===== src/sv/capped_floored_swap_leg_npv_top_macros.svh =====
// Assertion helpers for the swap leg valuation block.
`ifndef CAPPED_FLOORED_SWAP_LEG_NPV_TOP_MACROS_SVH
`define CAPPED_FLOORED_SWAP_LEG_NPV_TOP_MACROS_SVH

// The antecedent implies the consequent in the same cycle.
`define CFS_ASSERT_NOW(label, ante, cons, msg) \
    label: assert property (@(posedge i_clk) disable iff (!i_rst_n) \
        (ante) |-> (cons)) else $error(msg);

// The antecedent implies the consequent in the next cycle.
`define CFS_ASSERT_NEXT(label, ante, cons, msg) \
    label: assert property (@(posedge i_clk) disable iff (!i_rst_n) \
        (ante) |=> (cons)) else $error(msg);

`endif


===== src/sv/capfl_pkg.sv =====
package capfl_pkg;

    typedef enum logic [3:0] {
        ST_IDLE,
        ST_MUL1,
        ST_RND1,
        ST_CLAMP,
        ST_MUL2,
        ST_RND2,
        ST_LD3,
        ST_MUL3,
        ST_RND3,
        ST_LD4,
        ST_MUL4,
        ST_DIV,
        ST_ACC,
        ST_EMIT
    } t_state;

    localparam logic [1:0] CFG_VAL_INDEX = 2'd0;
    localparam logic [1:0] CFG_VAL_NUMER = 2'd1;

    // Half an LSB of a Q24.24 product for round to nearest.
    localparam logic [127:0] ROUND_HALF = 128'h800000;

endpackage


===== src/sv/capped_floored_swap_leg_npv_top.sv =====
// Values the coupons of a capped/floored swap on one simulated path. Each accepted item is
// one coupon; a coupon paid after the valuation index with a nonzero payment numeraire is
// priced with four shift-and-add multiplications (one multiplier bit per cycle in a shared
// serial unit) and a restoring division by the payment numeraire (one quotient bit per
// cycle); any other coupon is skipped. The block takes no new coupon until it is through
// with the current one. A last coupon waits longer when the previous result has not yet
// been taken. The item flagged last_coupon delivers one result with both leg sums and
// their difference and clears the sums; the result register holds it while the next path
// starts. Configuration writes take effect at once and are meant for idle periods.
`include "capped_floored_swap_leg_npv_top_macros.svh"

module capped_floored_swap_leg_npv_top #(
    parameter int TENOR_POINTS = 256
) (
    input  logic               i_clk,
    input  logic               i_rst_n,
    input  logic               i_cfg_we,
    input  logic [1:0]         i_cfg_index,
    input  logic [47:0]        i_cfg_data,
    input  logic               i_valid,
    output logic               o_ready,
    input  logic               i_leg_select,
    input  logic signed [47:0] i_rate_value,
    input  logic signed [47:0] i_nominal,
    input  logic [46:0]        i_accrual_period,
    input  logic signed [47:0] i_rate_multiplier,
    input  logic signed [47:0] i_rate_spread,
    input  logic [1:0]         i_clamp_mode,
    input  logic signed [47:0] i_cap_strike,
    input  logic signed [47:0] i_floor_strike,
    input  logic [7:0]         i_payment_index,
    input  logic [47:0]        i_payment_numeraire,
    input  logic               i_last_coupon,
    output logic               o_valid,
    input  logic               i_ready,
    output logic signed [63:0] o_first_leg_value,
    output logic signed [63:0] o_second_leg_value,
    output logic signed [63:0] o_swap_value
);

    localparam int IW = ($clog2(TENOR_POINTS) > 8) ? $clog2(TENOR_POINTS) + 1 : 9;

    function automatic logic [63:0] f_mag(input logic signed [63:0] x);
        return x[63] ? (64'd0 - 64'(x)) : 64'(x);
    endfunction

    function automatic logic signed [63:0] f_from_mag(input logic neg, input logic [63:0] m,
                                                      input logic over);
        logic signed [63:0] res;
        if (!neg) begin
            res = (over || m[63]) ? 64'sh7FFF_FFFF_FFFF_FFFF : $signed(m);
        end else begin
            res = (over || m[63]) ? 64'sh8000_0000_0000_0000 : $signed(64'd0 - m);
        end
        return res;
    endfunction

    function automatic logic signed [63:0] f_sadd(input logic signed [63:0] a,
                                                  input logic signed [63:0] b);
        logic signed [63:0] s;
        logic signed [63:0] res;
        s = a + b;
        if (a[63] == b[63] && s[63] != a[63]) begin
            res = a[63] ? 64'sh8000_0000_0000_0000 : 64'sh7FFF_FFFF_FFFF_FFFF;
        end else begin
            res = s;
        end
        return res;
    endfunction

    function automatic logic signed [63:0] f_ssub(input logic signed [63:0] a,
                                                  input logic signed [63:0] b);
        logic signed [63:0] s;
        logic signed [63:0] res;
        s = a - b;
        if (a[63] != b[63] && s[63] != a[63]) begin
            res = a[63] ? 64'sh8000_0000_0000_0000 : 64'sh7FFF_FFFF_FFFF_FFFF;
        end else begin
            res = s;
        end
        return res;
    endfunction

    function automatic logic [IW-1:0] f_clamp_idx(input logic [7:0] idx);
        logic [IW-1:0] x;
        x = IW'(idx);
        return (x >= IW'(TENOR_POINTS)) ? IW'(TENOR_POINTS - 1) : x;
    endfunction

    capfl_pkg::t_state r_state;
    capfl_pkg::t_state n_state;

    logic [7:0]         r_val_idx;
    logic [47:0]        r_val_num;
    logic signed [63:0] r_sum1;
    logic signed [63:0] r_sum2;

    logic               r_leg;
    logic               r_last;
    logic signed [47:0] r_nominal;
    logic [46:0]        r_period;
    logic signed [47:0] r_spread;
    logic [1:0]         r_mode;
    logic signed [47:0] r_cap;
    logic signed [47:0] r_flr;
    logic [47:0]        r_pn;

    logic [63:0]        r_ma;
    logic [63:0]        r_mb;
    logic [63:0]        r_hi;
    logic [63:0]        r_lo;
    logic               r_neg;
    logic [47:0]        r_rem;
    logic [6:0]         r_cnt;
    logic signed [63:0] r_t;
    logic signed [63:0] r_c;

    logic               r_ovld;
    logic signed [63:0] r_o1;
    logic signed [63:0] r_o2;
    logic signed [63:0] r_o3;

    logic               w_skip;
    logic               w_accept;
    logic               w_slot_free;
    logic               w_mul_done;
    logic               w_div_done;
    logic [64:0]        w_mul_sum;
    logic [48:0]        w_div_shift;
    logic               w_div_ge;
    logic [127:0]       w_rnd;
    logic signed [63:0] w_mulq;
    logic signed [63:0] w_coupon;
    logic signed [63:0] w_pv;
    logic signed [63:0] w_nom64;
    logic signed [63:0] w_mult64;
    logic signed [63:0] w_rate64;

    assign w_skip = (f_clamp_idx(i_payment_index) <= f_clamp_idx(r_val_idx))
                  || (i_payment_numeraire == 48'd0);
    assign w_accept   = i_valid && o_ready;
    assign w_mul_done = (r_cnt[5:0] == 6'h3F);
    assign w_div_done = (r_cnt == 7'h7F);

    assign w_nom64  = 64'(r_nominal);
    assign w_mult64 = 64'(i_rate_multiplier);
    assign w_rate64 = 64'(i_rate_value);

    assign w_mul_sum   = {1'b0, r_hi} + (r_mb[0] ? {1'b0, r_ma} : 65'd0);
    assign w_div_shift = {r_rem, r_hi[63]};
    assign w_div_ge    = (w_div_shift >= {1'b0, r_pn});

    assign w_rnd  = {r_hi, r_lo} + capfl_pkg::ROUND_HALF;
    assign w_mulq = f_from_mag(r_neg, w_rnd[87:24], |w_rnd[127:88]);
    assign w_pv   = f_from_mag(r_neg, r_lo, |r_hi);

    // Cap first, then floor, on the saturated coupon rate.
    always_comb begin
        w_coupon = f_sadd(r_t, 64'(r_spread));
        if (r_mode[0] && (64'(r_cap) < w_coupon)) begin
            w_coupon = 64'(r_cap);
        end
        if (r_mode[1] && (64'(r_flr) > w_coupon)) begin
            w_coupon = 64'(r_flr);
        end
    end

    always_comb begin
        n_state = r_state;
        unique case (r_state)
            capfl_pkg::ST_IDLE: begin
                if (w_accept) begin
                    if (w_skip) begin
                        n_state = i_last_coupon ? capfl_pkg::ST_EMIT : capfl_pkg::ST_IDLE;
                    end else begin
                        n_state = capfl_pkg::ST_MUL1;
                    end
                end
            end
            capfl_pkg::ST_MUL1:  if (w_mul_done) n_state = capfl_pkg::ST_RND1;
            capfl_pkg::ST_RND1:  n_state = capfl_pkg::ST_CLAMP;
            capfl_pkg::ST_CLAMP: n_state = capfl_pkg::ST_MUL2;
            capfl_pkg::ST_MUL2:  if (w_mul_done) n_state = capfl_pkg::ST_RND2;
            capfl_pkg::ST_RND2:  n_state = capfl_pkg::ST_LD3;
            capfl_pkg::ST_LD3:   n_state = capfl_pkg::ST_MUL3;
            capfl_pkg::ST_MUL3:  if (w_mul_done) n_state = capfl_pkg::ST_RND3;
            capfl_pkg::ST_RND3:  n_state = capfl_pkg::ST_LD4;
            capfl_pkg::ST_LD4:   n_state = capfl_pkg::ST_MUL4;
            capfl_pkg::ST_MUL4:  if (w_mul_done) n_state = capfl_pkg::ST_DIV;
            capfl_pkg::ST_DIV:   if (w_div_done) n_state = capfl_pkg::ST_ACC;
            capfl_pkg::ST_ACC: begin
                n_state = r_last ? capfl_pkg::ST_EMIT : capfl_pkg::ST_IDLE;
            end
            capfl_pkg::ST_EMIT:  if (w_slot_free) n_state = capfl_pkg::ST_IDLE;
            default:             n_state = capfl_pkg::ST_IDLE;
        endcase
    end

    always_comb begin
        o_ready     = (r_state == capfl_pkg::ST_IDLE);
        w_slot_free = !r_ovld || i_ready;
    end

    always_ff @(posedge i_clk) begin
        if (!i_rst_n) begin
            r_state   <= capfl_pkg::ST_IDLE;
            r_val_idx <= 8'd0;
            r_val_num <= 48'd16777216;
            r_sum1    <= '0;
            r_sum2    <= '0;
            r_ovld    <= 1'b0;
            r_cnt     <= '0;
        end else begin
            r_state <= n_state;

            if (i_cfg_we) begin
                if (i_cfg_index == capfl_pkg::CFG_VAL_INDEX) begin
                    r_val_idx <= i_cfg_data[7:0];
                end else if (i_cfg_index == capfl_pkg::CFG_VAL_NUMER) begin
                    r_val_num <= i_cfg_data;
                end
            end

            if (r_state == capfl_pkg::ST_MUL1 || r_state == capfl_pkg::ST_MUL2
                || r_state == capfl_pkg::ST_MUL3 || r_state == capfl_pkg::ST_DIV
                || (r_state == capfl_pkg::ST_MUL4 && !w_mul_done)) begin
                r_cnt <= r_cnt + 7'd1;
            end else begin
                r_cnt <= '0;
            end

            if (r_state == capfl_pkg::ST_EMIT && w_slot_free) begin
                r_ovld <= 1'b1;
            end else if (o_valid && i_ready) begin
                r_ovld <= 1'b0;
            end

            if (r_state == capfl_pkg::ST_ACC) begin
                if (r_leg) begin
                    r_sum2 <= f_sadd(r_sum2, w_pv);
                end else begin
                    r_sum1 <= f_sadd(r_sum1, w_pv);
                end
            end

            if (r_state == capfl_pkg::ST_EMIT && w_slot_free) begin
                r_sum1 <= '0;
                r_sum2 <= '0;
            end
        end
    end

    always_ff @(posedge i_clk) begin
        if (r_state == capfl_pkg::ST_EMIT && w_slot_free) begin
            r_o1 <= r_sum1;
            r_o2 <= r_sum2;
            r_o3 <= f_ssub(r_sum1, r_sum2);
        end

        unique case (r_state)
            capfl_pkg::ST_IDLE: begin
                if (w_accept) begin
                    r_leg     <= i_leg_select;
                    r_last    <= i_last_coupon;
                    r_nominal <= i_nominal;
                    r_period  <= i_accrual_period;
                    r_spread  <= i_rate_spread;
                    r_mode    <= i_clamp_mode;
                    r_cap     <= i_cap_strike;
                    r_flr     <= i_floor_strike;
                    r_pn      <= i_payment_numeraire;
                    r_ma      <= f_mag(w_mult64);
                    r_mb      <= f_mag(w_rate64);
                    r_neg     <= i_rate_multiplier[47] ^ i_rate_value[47];
                    r_hi      <= '0;
                    r_lo      <= '0;
                end
            end
            capfl_pkg::ST_MUL1, capfl_pkg::ST_MUL2,
            capfl_pkg::ST_MUL3, capfl_pkg::ST_MUL4: begin
                r_hi <= w_mul_sum[64:1];
                r_lo <= {w_mul_sum[0], r_lo[63:1]};
                r_mb <= {1'b0, r_mb[63:1]};
            end
            capfl_pkg::ST_RND1, capfl_pkg::ST_RND2, capfl_pkg::ST_RND3: begin
                r_t <= w_mulq;
            end
            capfl_pkg::ST_CLAMP: begin
                r_c   <= w_coupon;
                r_ma  <= f_mag(w_nom64);
                r_mb  <= {17'd0, r_period};
                r_neg <= r_nominal[47];
                r_hi  <= '0;
                r_lo  <= '0;
            end
            capfl_pkg::ST_LD3: begin
                r_ma  <= f_mag(r_t);
                r_mb  <= f_mag(r_c);
                r_neg <= r_t[63] ^ r_c[63];
                r_hi  <= '0;
                r_lo  <= '0;
            end
            capfl_pkg::ST_LD4: begin
                r_ma  <= f_mag(r_t);
                r_mb  <= {16'd0, r_val_num};
                r_neg <= r_t[63];
                r_hi  <= '0;
                r_lo  <= '0;
                r_rem <= '0;
            end
            capfl_pkg::ST_DIV: begin
                // The dividend leaves at the top while quotient bits fill in at the bottom.
                r_rem <= w_div_ge ? 48'(w_div_shift - {1'b0, r_pn}) : w_div_shift[47:0];
                r_hi  <= {r_hi[62:0], r_lo[63]};
                r_lo  <= {r_lo[62:0], w_div_ge};
            end
            capfl_pkg::ST_ACC, capfl_pkg::ST_EMIT: begin
            end
            default: begin
            end
        endcase
    end

    assign o_valid            = r_ovld;
    assign o_first_leg_value  = r_o1;
    assign o_second_leg_value = r_o2;
    assign o_swap_value       = r_o3;

    `CFS_ASSERT_NEXT(a_busy_after_accept, w_accept && !w_skip, !o_ready, "ready while pricing")
    `CFS_ASSERT_NOW(a_rem_below_divisor, r_state == capfl_pkg::ST_DIV, r_rem < r_pn, "remainder not below divisor")
    `CFS_ASSERT_NEXT(a_sums_cleared, (r_state == capfl_pkg::ST_EMIT) && w_slot_free, (r_sum1 == 64'sd0) && (r_sum2 == 64'sd0) && o_valid, "sums not cleared after result")

endmodule


===== config.mk =====
export PLATFORM = sky130hd
export DESIGN_NAME = capped_floored_swap_leg_npv_top
export DESIGN_NICKNAME = d
export VERILOG_FILES = /design/src/sv/capfl_pkg.sv /design/src/sv/capped_floored_swap_leg_npv_top.sv
export VERILOG_INCLUDE_DIRS = /design/src /design/src/sv
export SDC_FILE = /design/constraint.sdc
export NUM_CORES = 2
export LEC_CHECK = 0
export ABC_AREA = 1
export BUFFER_PORTS_ARGS = -buffer_cell sky130_fd_sc_hd__clkbuf_2
export CORE_ASPECT_RATIO = 0.8
export CORE_MARGIN = 2
export CORE_UTILIZATION = 40
export DETAILED_ROUTE_END_ITERATION = 8
export MAX_ROUTING_LAYER = met4
export SYNTH_ARGS = -nofsm -noshare
export SYNTH_HDL_FRONTEND = slang
export SYNTH_SLANG_ARGS = --single-unit

===== constraint.sdc =====
create_clock -name i_clk -period 35.7 [get_ports i_clk]
set_input_delay 5.355 -clock i_clk [delete_from_list [all_inputs] [get_ports i_clk]]
set_output_delay 5.355 -clock i_clk [all_outputs]
set_load 0.02 [all_outputs]

==> flow_summary.html <==
<table>
<tr><th>Metric</th><th>Value</th></tr>
<tr><th colspan="2">Status</th></tr>
<tr><td>Result of the run</td><td>finished clean</td></tr>
<tr><th colspan="2">CTS</th></tr>
<tr><td>Post-CTS resize count</td><td>0</td></tr>
<tr><td>Clock Tree Root</td><td>clkbuf_16</td></tr>
<tr><td>Clk sinks</td><td>1112</td></tr>
<tr><td>Post-CTS Hold Fix Bufs</td><td>0</td></tr>
<tr><td>TritonCTS clock tree</td><td>built</td></tr>
<tr><td>Clock Latency Late Sink</td><td>0.84 ns</td></tr>
<tr><td>Post-CTS repair timing setup buffer count</td><td>0</td></tr>
<tr><td>Number of buffers created by CTS</td><td>142</td></tr>
<tr><td>Maximum clock insertion buffer count</td><td>4</td></tr>
<tr><td>CTS H-Tree Depth</td><td>4</td></tr>
<tr><td>Clock-pin slew on the worst setup and hold paths</td><td>~0.060 ns</td></tr>
<tr><th colspan="2">STA</th></tr>
<tr><td>Setup violators final</td><td>0</td></tr>
<tr><td>Worst clock skew</td><td>between 0.04 and 0.05 ns</td></tr>
<tr><td>Hold violation count in the final report</td><td>0</td></tr>
<tr><td>Setup repair after global routing missed its margin</td><td>no</td></tr>
<tr><td>Slew Limit Headroom</td><td>0.0618</td></tr>
<tr><td>Post-route minimum period</td><td>approximately 12 ns</td></tr>
<tr><td>Final TNS setup</td><td>0 ns</td></tr>
<tr><td>Maximum frequency from static timing analysis</td><td>82.9 MHz</td></tr>
<tr><td>Max Slew Vio Count</td><td>0</td></tr>
<tr><td>Fin crit share</td><td>0.338</td></tr>
<tr><td>Worst Max-Slew Pin Slew</td><td>around 1.4 ns</td></tr>
<tr><th colspan="2">Critical path</th></tr>
<tr><td>Worst R2R Start</td><td>r_t[4]</td></tr>
<tr><td>Worst setup path class</td><td>reg -&gt; reg</td></tr>
<tr><td>Setup crit end kind</td><td>flop</td></tr>
<tr><td>CP startpoint kind</td><td>flop</td></tr>
<tr><td>Number of cells traversed by the worst register-to-register path</td><td>49</td></tr>
<tr><td>Largest incremental delay on the critical path</td><td>0.85 ns</td></tr>
<tr><td>Most frequent cell on the critical path</td><td>nand2_1</td></tr>
<tr><td>Count of cell instances traversed by the critical path</td><td>a little under 50</td></tr>
<tr><td>Count of buffering cells on the critical path with inverters included</td><td>12</td></tr>
<tr><td>Cell class contributing the biggest share of worst-path delay</td><td>compound AO/OA/AOI/OAI gates</td></tr>
<tr><td>Max FO, Critical Path</td><td>55</td></tr>
<tr><td>Cell at the slowest stage of the critical path</td><td>o21ai_0</td></tr>
<tr><td>Start point of the critical path</td><td>r_t[4]</td></tr>
<tr><td>Arrival time of data at the critical path endpoint</td><td>12.73 ns</td></tr>
<tr><td>Required time worst endpoint</td><td>36.37 ns</td></tr>
<tr><th colspan="2">Min path</th></tr>
<tr><td>Type of the most critical hold path</td><td>reg -&gt; reg</td></tr>
<tr><td>Hold Path Origin</td><td>r_cnt[0]</td></tr>
<tr><td>Cell count of the worst hold path</td><td>1</td></tr>
<tr><th colspan="2">Placement</th></tr>
<tr><td>Total cell area at the placement stage</td><td>92100 µm²</td></tr>
<tr><td>Final HPWL from detailed placement</td><td>357 mm</td></tr>
<tr><td>IO Port Bufs</td><td>643</td></tr>
<tr><td>Placer's final routability congestion estimate</td><td>1.09</td></tr>
<tr><th colspan="2">Die</th></tr>
<tr><td>Core box area</td><td>212000 µm²</td></tr>
<tr><td>Width of the die</td><td>521 µm</td></tr>
<tr><td>Floorplan die area</td><td>218000 µm²</td></tr>
<tr><td>FP Rows</td><td>151</td></tr>
<tr><td>Effective utilization at floorplan</td><td>0.403</td></tr>
<tr><td>Count of pins on the block boundary</td><td>644</td></tr>
<tr><td>Height of the die</td><td>roughly 420 µm</td></tr>
<tr><th colspan="2">Layout</th></tr>
<tr><td>Fraction of layout instances using a drive strength above 1</td><td>0.0898</td></tr>
<tr><td>Area growth, synth to finish</td><td>13.0%</td></tr>
<tr><td>Commonest cells after routing, fill and taps aside</td><td>nand2_1, inv_1, nor2_1</td></tr>
<tr><td>Most frequent standard cell in the layout excluding fill and tap cells</td><td>nand2_1</td></tr>
<tr><td>Utilization after layout</td><td>0.456</td></tr>
<tr><td>Number of nets in the finished design</td><td>13304</td></tr>
<tr><td>Post-route design area</td><td>roughly 97000 µm²</td></tr>
<tr><td>Filler cell count</td><td>21849</td></tr>
<tr><th colspan="2">Pwr</th></tr>
<tr><td>Leak pwr</td><td>around 42 nW</td></tr>
<tr><td>P per Cell Area</td><td>90.4 nW/µm²</td></tr>
<tr><td>Peak VDD IR</td><td>0.0758 mV</td></tr>
<tr><th colspan="2">Synthesis</th></tr>
<tr><td>Yosys top cell area share</td><td>0.321</td></tr>
<tr><td>Post-synth design cell area</td><td>approximately 86000 µm²</td></tr>
<tr><td>Syn Area/Cell</td><td>7.28 µm²</td></tr>
<tr><td>Library cells used by synthesis</td><td>65</td></tr>
<tr><td>Net count of the mapped netlist</td><td>12722</td></tr>
<tr><td>#FFs+latches synth</td><td>between 1000 and 1500</td></tr>
<tr><td>Number of synthesized flops with an enable pin</td><td>916</td></tr>
<tr><td>YS warnings</td><td>0</td></tr>
<tr><td>Top cells by area in the synthesized netlist</td><td>edfxtp_1, nand2_1, ha_1, inv_1, a21oi_1</td></tr>
<tr><td>Post-synthesis async set-or-reset flop share</td><td>0</td></tr>
<tr><td>Post-synthesis cell type with the largest combined area</td><td>edfxtp_1</td></tr>
<tr><td>Flip-flop cell with the highest count after synthesis</td><td>edfxtp_1</td></tr>
<tr><td>Post-synthesis sequential area ratio</td><td>0.367</td></tr>
<tr><td>Post-synthesis cell count</td><td>11757</td></tr>
<tr><th colspan="2">Global routing</th></tr>
<tr><td>Wire length of the first global-routing pass</td><td>595 mm</td></tr>
<tr><td>Via count of the first global-routing pass</td><td>~80000</td></tr>
<tr><td>Pin count of the biggest net entering global routing</td><td>95</td></tr>
<tr><td>Overall global routing resource usage</td><td>0.390</td></tr>
<tr><td>Antenna violations before repair</td><td>58</td></tr>
<tr><td>Global route overflow</td><td>0</td></tr>
<tr><th colspan="2">Flow run</th></tr>
<tr><td>Reported max-cap violation count</td><td>0</td></tr>
<tr><th colspan="2">Detailed routing</th></tr>
<tr><td>Drt first-iter violations</td><td>14205</td></tr>
<tr><td>DRC</td><td>0</td></tr>
<tr><td>Post-DR vias/cell</td><td>5.90</td></tr>
<tr><td>Average wire length per cell after detail routing</td><td>28.1 µm</td></tr>
<tr><td>Via count</td><td>90376</td></tr>
<tr><td>Number of detailed-route iterations in the first pass</td><td>7</td></tr>
<tr><td>DRT Wirelength</td><td>around 430 mm</td></tr>
<tr><td>Number of nets still failing antenna checks after routing</td><td>0</td></tr>
</table>
## layout make-up
class / instances / area [µm²] / area share
Antenna cell: 48 / 120 / 0.00124
Clock buffer: 178 / 3800 / 0.0393
Clock inverter: 67 / 742 / 0.00767
Inverter: 1544 / 5810 / 0.0600
Multi-Input combinational cell: 8796 / 47300 / 0.489
Sequential cell: 1112 / 31400 / 0.325
Tap cell: 2830 / 3540 / 0.0366
Timing Repair Buffer: 743 / 3980 / 0.0412
## per-layer routing
metal	vias to the layer above	track usage	wire length [µm]
li1	41381	-	-
met4	0	0.0827	8830
met1	43383	0.598	203000
met3	439	0.154	63600
met5	-	-	0
met2	5173	0.461	155000
## Yosys cell counts, types with 49 or more instances
| master | number |
|---|---|
| xor2_1 | 356 |
| edfxtp_1 | 916 |
| clkbuf_1 | 240 |
| nand4_1 | 189 |
| ha_1 | 507 |
| o22ai_1 | 92 |
| nor2_1 | 1411 |
| a31oi_1 | 118 |
| o211ai_1 | 51 |
| inv_1 | 1502 |
| a21o_1 | 76 |
| o21ai_0 | 910 |
| nand3_1 | 576 |
| a21oi_1 | 1109 |
| xnor2_1 | 109 |
| nand2_1 | 2449 |
| nor3_1 | 254 |
| nor4_1 | 117 |
| dfxtp_1 | 196 |
| o21a_1 | 49 |
## stage by stage
| step | hold slack [ns] | instances | worst slack, ns | power (mW) |
|---|---|---|---|---|
| 2_1_floorplan | 0.418 | 11757 | 17.42 | 5.33 |
| 3_3_place_gp | 0.427 | 15025 | 24.14 | 7.02 |
| 3_5_place_dp | 0.446 | 15025 | 24.06 | 7.06 |
| 4_1_cts | 0.455 | 15270 | 24.02 | 8.55 |
| 5_1_grt | 0.472 | 15310 | 22.96 | 9.25 |
| 6_report | 0.455 | 15318 | 23.64 | 8.74 |
## path summary, 6_finish.rpt
kind | endpoint | slack, ns
max | r_c[61] | 23.64
min | r_cnt[0] | 0.46
max reg2reg | r_c[61] | 23.64
min reg2reg | r_cnt[0] | 0.46
## where the power goes
part | total, mW | switching [mW] | internal, mW
Clock | 1.47 | 0.623 | 0.852
Combinational | 4.98 | 3.61 | 1.37
Sequential | 2.29 | 0.345 | 1.94
## cell families after synthesis
family                     after synthesis  share of synthesized area
xor gates and xnor gates               466                     0.0478
adders and majority gates              515                     0.0760
and+or+nand+nor                       5150                      0.254
AOI/OAI and AO/OA                     2665                      0.173
DFF                                   1112                      0.367
buffers and inverters                 1849                     0.0820
## sequential cells by signal (all words and copies together), names as in the netlist, 64 cells and up
signal,flops
o_first_leg_value,64
r_sum1,64
o_second_leg_value,64
r_lo,64
r_c,64
r_t,64
o_swap_value,64
r_ma,64
r_hi,64
r_mb,64
r_sum2,64
## worst reg2reg max path, delay by kind of cell (launching register included)
family | cells | cell delay, ns
AO/OA/AOI/OAI | 13 | 3.58
adder cells (fa/ha/maj) | 4 | 1.45
flip-flops | 1 | 0.54
AND/OR/NAND/NOR | 20 | 3.17
buffers and inverters | 12 | 3.16
Note: power is estimated with default switching activity, not from simulation.
